<file path="config.mk">
export PLATFORM = sky130hd
export DESIGN_NAME = pulse_beat_detector_core
export DESIGN_NICKNAME = d
export VERILOG_FILES = /design/src/hdl/pbd_pkg.sv /design/src/hdl/pulse_beat_detector_core.sv
export VERILOG_INCLUDE_DIRS = /design/src /design/src/hdl
export SDC_FILE = /design/constraint.sdc
export NUM_CORES = 2
export LEC_CHECK = 0
export BUFFER_PORTS_ARGS = -buffer_cell sky130_fd_sc_hd__buf_2
export CORE_ASPECT_RATIO = 1.75
export CORE_UTILIZATION = 55
export CTS_CLUSTER_DIAMETER = 120
export DETAILED_ROUTE_END_ITERATION = 10
export GPL_TIMING_DRIVEN = 1
export PLACE_DENSITY = 0.84
export SLEW_MARGIN = 20
export SYNTH_ARGS = -nofsm -noshare
export SYNTH_HDL_FRONTEND = slang
export SYNTH_SLANG_ARGS = --single-unit
</file>
<file path="constraint.sdc">
create_clock -name i_clk -period 10.2 [get_ports i_clk]
set_input_delay 2.04 -clock i_clk [delete_from_list [all_inputs] [get_ports i_clk]]
set_output_delay 2.04 -clock i_clk [all_outputs]
set_load 0.01 [all_outputs]
</file>
<file path="src/hdl/pulse_beat_detector_core_defines.svh">
// Assertion macros for the pulse beat detector core.
// Needs nothing else; used by the core's top level.
`ifndef PULSE_BEAT_DETECTOR_CORE_DEFINES_SVH
`define PULSE_BEAT_DETECTOR_CORE_DEFINES_SVH

// Implication in the same cycle, checked outside reset.
`define PBD_ASSERT_SAME(label, clk, rst_n, ante, cons) \
    label: assert property (@(posedge clk) disable iff (!rst_n) (ante) |-> (cons)) \
        else $error("pulse beat detector: same-cycle check failed");

// Implication in the next cycle, checked outside reset.
`define PBD_ASSERT_NEXT(label, clk, rst_n, ante, cons) \
    label: assert property (@(posedge clk) disable iff (!rst_n) (ante) |=> (cons)) \
        else $error("pulse beat detector: next-cycle check failed");

`endif

</file>
<file path="src/hdl/pbd_pkg.sv">
// Shared constants for the pulse beat detector: widths, shifts, FIR coefficients
// and register indexes. No dependencies.
package pbd_pkg;

    localparam int SAMPLE_W  = 16;
    localparam int AC_W      = 16;
    localparam int DC_SHIFT  = 4;
    localparam int DC_ACC_W  = SAMPLE_W + DC_SHIFT;
    localparam int OUT_SHIFT = 14;

    localparam int HALF_TAPS = 5;
    localparam int NUM_TAPS  = 2 * HALF_TAPS + 1;
    localparam int COEF_W    = 13;
    localparam int PROD_W    = AC_W + COEF_W + 1;
    localparam int ACC_W     = 32;

    localparam logic [COEF_W-1:0] FIR_COEF [0:HALF_TAPS] = '{
        13'd321, 13'd927, 13'd1858, 13'd2916, 13'd3768, 13'd4096
    };

    localparam int THR_W     = 16;
    localparam int MAX_RST_W = 15;
    localparam int MIN_RST_W = 16;
    localparam int CFG_W     = 16;
    localparam int CFG_IDX_W = 2;

    typedef enum logic [CFG_IDX_W-1:0] {
        CFG_BEAT_THRESHOLD = 2'd0,
        CFG_MAX_RESTART    = 2'd1,
        CFG_MIN_RESTART    = 2'd2
    } t_cfg_index;

    localparam logic [THR_W-1:0]            THR_RESET     = 16'd500;
    localparam logic [MAX_RST_W-1:0]        MAX_RST_RESET = 15'd500;
    localparam logic signed [MIN_RST_W-1:0] MIN_RST_RESET = -16'sd500;

endpackage

</file>
<file path="src/hdl/pulse_beat_detector_core.sv">
// Pulse beat detector core: DC removal, 11-tap symmetric low-pass FIR and
// zero-crossing beat detection on a stream of 16-bit optical samples.
// Depends on pbd_pkg and pulse_beat_detector_core_defines.svh.
// Pipeline: a taken request passes the input reg, DC/tap stage, product stage,
//   sum stage and output reg. Throughput: one request per cycle while the result
//   stream is ready; each stage has its own valid bit, so bubbles close up under stall.
// Reset (i_rst_n low, synchronous): pipeline emptied, DC tracker, taps and
//   previous level cleared, registers back to 500/500/-500, running max/min reloaded.
`include "pulse_beat_detector_core_defines.svh"

module pulse_beat_detector_core (
    input  logic                        i_clk,
    input  logic                        i_rst_n,
    // input stream
    input  logic                        i_s_axis_tvalid,
    output logic                        o_s_axis_tready,
    input  logic [15:0]                 i_s_axis_tdata,   // [15:0] sample
    // result stream
    output logic                        o_m_axis_tvalid,
    input  logic                        i_m_axis_tready,
    output logic [15:0]                 o_m_axis_tdata,   // [15:0] ac_level
    output logic [0:0]                  o_m_axis_tuser,   // [0] beat
    // configuration writes
    input  logic                        i_cfg_we,
    input  logic [pbd_pkg::CFG_IDX_W-1:0] i_cfg_index,
    input  logic [pbd_pkg::CFG_W-1:0]   i_cfg_data
);

    // ---------------------------------------------------------------
    // Configuration registers
    // ---------------------------------------------------------------
    logic [pbd_pkg::THR_W-1:0]            r_thr;
    logic [pbd_pkg::MAX_RST_W-1:0]        r_max_rst;
    logic signed [pbd_pkg::MIN_RST_W-1:0] r_min_rst;

    always_ff @(posedge i_clk) begin
        if (!i_rst_n) begin
            r_thr     <= pbd_pkg::THR_RESET;
            r_max_rst <= pbd_pkg::MAX_RST_RESET;
            r_min_rst <= pbd_pkg::MIN_RST_RESET;
        end else if (i_cfg_we) begin
            case (i_cfg_index)
                pbd_pkg::CFG_BEAT_THRESHOLD: r_thr     <= i_cfg_data[pbd_pkg::THR_W-1:0];
                pbd_pkg::CFG_MAX_RESTART:    r_max_rst <= i_cfg_data[pbd_pkg::MAX_RST_W-1:0];
                pbd_pkg::CFG_MIN_RESTART:    r_min_rst <= i_cfg_data[pbd_pkg::MIN_RST_W-1:0];
                default: ; // unused index: write dropped
            endcase
        end
    end

    // ---------------------------------------------------------------
    // Stage valids and the ready chain. Stage k takes a new request when it
    // is empty or its content moves on in the same cycle.
    // ---------------------------------------------------------------
    logic r0_v, r1_v, r2_v, r3_v, r_out_valid;
    logic rdy0, rdy1, rdy2, rdy3, rdy4;
    logic mv0, mv1, mv2, mv3, in_take;

    always_comb begin
        rdy4    = !r_out_valid || i_m_axis_tready;
        rdy3    = !r3_v || rdy4;
        rdy2    = !r2_v || rdy3;
        rdy1    = !r1_v || rdy2;
        rdy0    = !r0_v || rdy1;
        in_take = i_s_axis_tvalid && rdy0;
        mv0     = r0_v && rdy1;
        mv1     = r1_v && rdy2;
        mv2     = r2_v && rdy3;
        mv3     = r3_v && rdy4;
    end

    assign o_s_axis_tready = rdy0;

    always_ff @(posedge i_clk) begin
        if (!i_rst_n) begin
            r0_v        <= 1'b0;
            r1_v        <= 1'b0;
            r2_v        <= 1'b0;
            r3_v        <= 1'b0;
            r_out_valid <= 1'b0;
        end else begin
            if (rdy0) r0_v        <= i_s_axis_tvalid;
            if (rdy1) r1_v        <= r0_v;
            if (rdy2) r2_v        <= r1_v;
            if (rdy3) r3_v        <= r2_v;
            if (rdy4) r_out_valid <= r3_v;
        end
    end

    // ---------------------------------------------------------------
    // Stage 0: input register
    // ---------------------------------------------------------------
    logic [pbd_pkg::SAMPLE_W-1:0] r0_x;

    always_ff @(posedge i_clk) begin
        if (in_take) r0_x <= i_s_axis_tdata[pbd_pkg::SAMPLE_W-1:0];
    end

    // ---------------------------------------------------------------
    // Stage 1: DC tracker and tap line. The accumulator moves by the error
    // over 2^DC_SHIFT, floored (arithmetic shift). Taps hold the last eleven
    // AC values, newest in tap 0; older values shift out past tap 10 and never reach the FIR.
    // ---------------------------------------------------------------
    logic [pbd_pkg::DC_ACC_W-1:0]         r_dc;
    logic [pbd_pkg::DC_ACC_W-1:0]         n_dc;
    logic signed [pbd_pkg::DC_ACC_W+1:0]  dc_err;
    logic signed [pbd_pkg::DC_ACC_W+1:0]  dc_sum;
    logic [pbd_pkg::SAMPLE_W-1:0]         dc_est;
    logic [pbd_pkg::AC_W-1:0]             n_ac;
    logic [pbd_pkg::AC_W-1:0]             r_tap [0:pbd_pkg::NUM_TAPS-1];

    always_comb begin
        dc_err = $signed({2'b00, r0_x, {pbd_pkg::DC_SHIFT{1'b0}}})
               - $signed({2'b00, r_dc});
        dc_sum = $signed({2'b00, r_dc}) + (dc_err >>> pbd_pkg::DC_SHIFT);
        n_dc   = dc_sum[pbd_pkg::DC_ACC_W-1:0];
        dc_est = n_dc[pbd_pkg::DC_ACC_W-1:pbd_pkg::DC_SHIFT];
        n_ac   = r0_x - dc_est; // 16-bit wrap
    end

    always_ff @(posedge i_clk) begin
        if (!i_rst_n) begin
            r_dc <= '0;
            for (int k = 0; k < pbd_pkg::NUM_TAPS; k++) r_tap[k] <= '0;
        end else if (mv0) begin
            r_dc     <= n_dc;
            r_tap[0] <= n_ac;
            for (int k = 1; k < pbd_pkg::NUM_TAPS; k++) r_tap[k] <= r_tap[k-1];
        end
    end

    // ---------------------------------------------------------------
    // Stage 2: wrapped pair sums times constant coefficients
    // ---------------------------------------------------------------
    logic signed [pbd_pkg::AC_W-1:0]   pair [0:pbd_pkg::HALF_TAPS];
    logic signed [pbd_pkg::PROD_W-1:0] n_prod [0:pbd_pkg::HALF_TAPS];
    logic signed [pbd_pkg::PROD_W-1:0] r2_prod [0:pbd_pkg::HALF_TAPS];

    always_comb begin
        for (int k = 0; k < pbd_pkg::HALF_TAPS; k++) begin
            pair[k] = $signed(r_tap[k] + r_tap[pbd_pkg::NUM_TAPS-1-k]);
        end
        pair[pbd_pkg::HALF_TAPS] = $signed(r_tap[pbd_pkg::HALF_TAPS]);
        for (int k = 0; k <= pbd_pkg::HALF_TAPS; k++) begin
            n_prod[k] = pbd_pkg::PROD_W'(pair[k] * $signed({1'b0, pbd_pkg::FIR_COEF[k]}));
        end
    end

    always_ff @(posedge i_clk) begin
        if (mv1) begin
            for (int k = 0; k <= pbd_pkg::HALF_TAPS; k++) r2_prod[k] <= n_prod[k];
        end
    end

    // ---------------------------------------------------------------
    // Stage 3: sum of products, floor shift, wrap to 16 bits
    // ---------------------------------------------------------------
    logic signed [pbd_pkg::ACC_W-1:0] fir_sum;
    logic signed [pbd_pkg::ACC_W-1:0] fir_shifted;
    logic signed [pbd_pkg::AC_W-1:0]  r3_ac;

    always_comb begin
        fir_sum = '0;
        for (int k = 0; k <= pbd_pkg::HALF_TAPS; k++) begin
            fir_sum = fir_sum + pbd_pkg::ACC_W'(r2_prod[k]);
        end
        fir_shifted = fir_sum >>> pbd_pkg::OUT_SHIFT;
    end

    always_ff @(posedge i_clk) begin
        if (mv2) r3_ac <= fir_shifted[pbd_pkg::AC_W-1:0];
    end

    // ---------------------------------------------------------------
    // Stage 4: beat detection on an upward zero crossing, output register.
    // Spread is taken two bits wider than its operands so it cannot wrap.
    // ---------------------------------------------------------------
    logic signed [pbd_pkg::AC_W-1:0] r_prev;
    logic signed [pbd_pkg::AC_W-1:0] r_run_max;
    logic signed [pbd_pkg::AC_W-1:0] r_run_min;
    logic signed [pbd_pkg::AC_W-1:0] cand_max;
    logic signed [pbd_pkg::AC_W-1:0] cand_min;
    logic signed [pbd_pkg::AC_W+1:0] spread;
    logic                            crossing;
    logic                            n_beat;
    logic [pbd_pkg::AC_W-1:0]        r_out_ac;
    logic                            r_out_beat;

    always_comb begin
        crossing = r_prev[pbd_pkg::AC_W-1] && !r3_ac[pbd_pkg::AC_W-1];
        cand_max = (crossing && (r3_ac > r_run_max)) ? r3_ac : r_run_max;
        cand_min = (crossing && (r3_ac < r_run_min)) ? r3_ac : r_run_min;
        spread   = (pbd_pkg::AC_W+2)'(cand_max) - (pbd_pkg::AC_W+2)'(cand_min);
        n_beat   = crossing && (spread > $signed({2'b00, r_thr}));
    end

    always_ff @(posedge i_clk) begin
        if (!i_rst_n) begin
            r_prev    <= '0;
            r_run_max <= $signed({1'b0, pbd_pkg::MAX_RST_RESET});
            r_run_min <= pbd_pkg::MIN_RST_RESET;
        end else if (mv3) begin
            r_prev <= r3_ac;
            if (n_beat) begin
                r_run_max <= $signed({1'b0, r_max_rst});
                r_run_min <= r_min_rst;
            end else begin
                r_run_max <= cand_max;
                r_run_min <= cand_min;
            end
        end
    end

    always_ff @(posedge i_clk) begin
        if (mv3) begin
            r_out_ac   <= r3_ac;
            r_out_beat <= n_beat;
        end
    end

    assign o_m_axis_tvalid   = r_out_valid;
    assign o_m_axis_tdata    = r_out_ac;
    assign o_m_axis_tuser[0] = r_out_beat;

    // ---------------------------------------------------------------
    // Checks
    // ---------------------------------------------------------------
    // a beat only fires on a non-negative filtered level
    `PBD_ASSERT_SAME(a_beat_nonneg, i_clk, i_rst_n, o_m_axis_tvalid && o_m_axis_tuser[0], !o_m_axis_tdata[15])
    // a refused request means the back end really is blocked
    `PBD_ASSERT_SAME(a_stall_cause, i_clk, i_rst_n, !o_s_axis_tready, o_m_axis_tvalid && !i_m_axis_tready)
    // after a beat the running extremes sit at their restart values
    `PBD_ASSERT_NEXT(a_beat_restart, i_clk, i_rst_n, mv3 && n_beat, (r_run_max == $signed({1'b0, r_max_rst})) && (r_run_min == r_min_rst))

endmodule
</file>
==> impl_results.md <==
* Status: complete, no violations
* Final HPWL DP at 91.8 mm
* Via density at 5.92
* Async S/R FF share, synth at 0%
* Top post-synthesis cells by area: edfxtp_1 26%, fa_1 18%, ha_1 17%
* CP dominant cell by count: fa_1
* FP Rows at 135
* Via count at 31,109
* Clock Skew at 47.4 ps
* Post_cts resized at 0
* Most flop-heavy register: r_tap
* Largest register FFs at 176
* Top Registers: r_tap (176), r2_prod (149), r_dc (20)
* Syn Area/Cell at 10.4 um2
* Clock Sinks at 479
* Final nets at 5,196
* Largest fanout on the critical path at 4
* Total CTS buffers at 49
* Setup ws final at 2190 ps
* Post-synthesis register bit count at 479
* Hold Buf Count CTS at 0
* Total gr overflow at 0
* Dpl ws at 2220 ps
* Synth Cell Area at 43,200 um2
* Prevailing post-synth register cell: edfxtp_1
* Critical path launch point type: flop
* PortBufs at 57
* Placed Instances at 5,162
* Number of max-cap violations at 0
* GR Util All Layers at 30.5%
* First-pass GRT wire length at 181 mm
* CTS tree: built
* Post-route DRC at 0
* Crit Path Category: flop to flop
* Synth warnings at 0
* Setup bufs post-CTS at 0
* Drt first pass iters at 6
* Detail Route Antenna Nets at 0
* Die area at 79,700 um2
* Initial DRC count at 2,142
* IO Pins at 58
* Fin crit share at 78.5%
* Min Tclk post-route at 8010 ps
* Fin util at 59.7%
* Reg clk slew, reported paths at 70 ps
* H-tree levels at 2
* Delay of the slowest critical-path stage at 530 ps
* RSZ-0062 raised after global routing: no
* Syn_nets at 5,148
* EDFF count, synth at 374
* Total routed wirelength at 118 mm
* Fmax at 0.125 GHz
* Register area at 13,300 um2
* Slew Limit Fails at 0
* Non-Filler Instances at 5,253
* Clock root buffer: clkbuf_16
* Crit-path slowest cell: fa_1
* Leading area contributor after synthesis: edfxtp_1
* Fill count at 6,124
* Vias in the first global route at 33,420
* Die Span Y at 373 um
* Largest net degree at the start of global routing at 94
* Hold WC Path Type: flop to flop
* CP Capture Type: flop
* Sequential area share after synthesis at 30.9%
* Synthesized instance count at 4,138
* Die X at 214 um
* RD Place Congestion at 0.974
* Worst path arrival time at 8390 ps
* Post-synthesis cell type count at 95
* Multi-input gate area at 26,700 um2
* Antenna violations before repair at 2
* Final setup TNS at 0 ps
* Core Footprint at 77,500 um2
* WP data required at 10,580 ps
* Actual slew at the worst max-slew pin at 1140 ps
* Final setup fails at 0
* Initial core utilization at 55.7%
* Synth-to-layout area growth at 7.22%
* Layout cells sized above 1 at 6.30%
* Post-synth top area share at 26.0%
* Slew Limit Headroom at 24.2%
* Drt wl/cell at 22.4 um
* Fin. Hold Viols at 0
* Clk_lat worst skew at 640 ps
* Clock buffer depth at 3
-- cells in the mapped netlist (all sizes together), types with 19 or more instances --
cell type and number:
a21oi 231, nor2 186, and3 170, xor2 63
or3 26, fa 382, mux2 19, o211ai 65
nor3 67, nor2b 32, nand3 99, o2111ai 22
nand2 204, and2 41, o21a 33, a211oi 21
a21o 60, clkbuf 80, ha 589, o21ai 94
xnor2 168, edfxtp 374, o21bai 42, dfxtp 105
inv 737
-- cell type report --
cell class / instances / share of cell area [%]
timing repair buffer: 90 / 1.16
sequential: 479 / 28.8
clock inverter: 27 / 0.603
tap: 1027 / 2.78
clock buffer: 63 / 2.90
multi-input combinational: 2827 / 57.8
antenna: 1 / 0.00540
inverter: 739 / 5.99
-- kinds of logic after synthesis --
kind of cell               synth area share [%]
AOI/OAI and AO/OA                          10.7
xor gates and xnor gates                   4.74
adders and majority gates                  34.8
buffers and inverters                      7.31
DFF                                        30.9
muxes                                     0.852
other                                   0.00868
and+or+nand+nor                            10.7
-- cell usage in the layout, fill, tap and decap left out, drive strengths merged, types with 9 or more instances in the layout --
master and count:
a2111oi 9, a211oi 21, a21boi 11, a21o 60
a21oi 231, a31oi 17, and2 41, and3 170
and4 11, buf 90, clkbuf 63, clkinv 20
dfxtp 105, edfxtp 374, fa 382, ha 589
inv 741, mux2 19, mux2i 15, nand2 204
nand2b 17, nand3 99, nand4 12, nor2 186
nor2b 32, nor3 67, nor4 9, o2111ai 22
o211a 9, o211ai 65, o21a 33, o21ai 94
o21bai 42, o31ai 9, or2 16, or3 26
xnor2 168, xor2 63
-- path summary, 6_finish.rpt --
path                                    from              to  slack (ps)  cells past startpoint
worst max register to register  r_tap[3][16]  r2_prod[3][28]        2190                     30
worst max-delay path            r_tap[3][16]  r2_prod[3][28]        2190                     30
worst min-delay path            r_tap[2][28]  r2_prod[5][24]         450                      0
worst min register to register  r_tap[2][28]  r2_prod[5][24]         450                      0
-- critical path: cells and delay by family (launching register included) --
family / cells / cell delay (ps)
AO/OA/AOI/OAI: 13 / 2760
flip-flops: 1 / 410
AND/OR/NAND/NOR: 4 / 940
adder cells (fa/ha/maj): 8 / 3270
buffers and inverters: 4 / 210
XOR/XNOR: 1 / 140
-- routing by layer --
| metal | global-route usage [%] | routed length [um] |
|---|---|---|
| met2 | 55.0 | 61400 |
| met1 | 27.6 | 36600 |
| met5 | 0 | 0 |
| met4 | 28.3 | 13000 |
| met3 | 6.45 | 6900 |
-- stage by stage --
step / hold slack (ps) / area, um2
detailed placement: 431 / 44700
CTS: 448 / 46300
global route: 451 / 46300
global placement: 425 / 44700
floorplan: 418 / 43200
finish: 450 / 46300
Power is left out: the tool's default activity adds up to more than one toggle a clock period on the data nets, which glitch-free logic cannot reach.
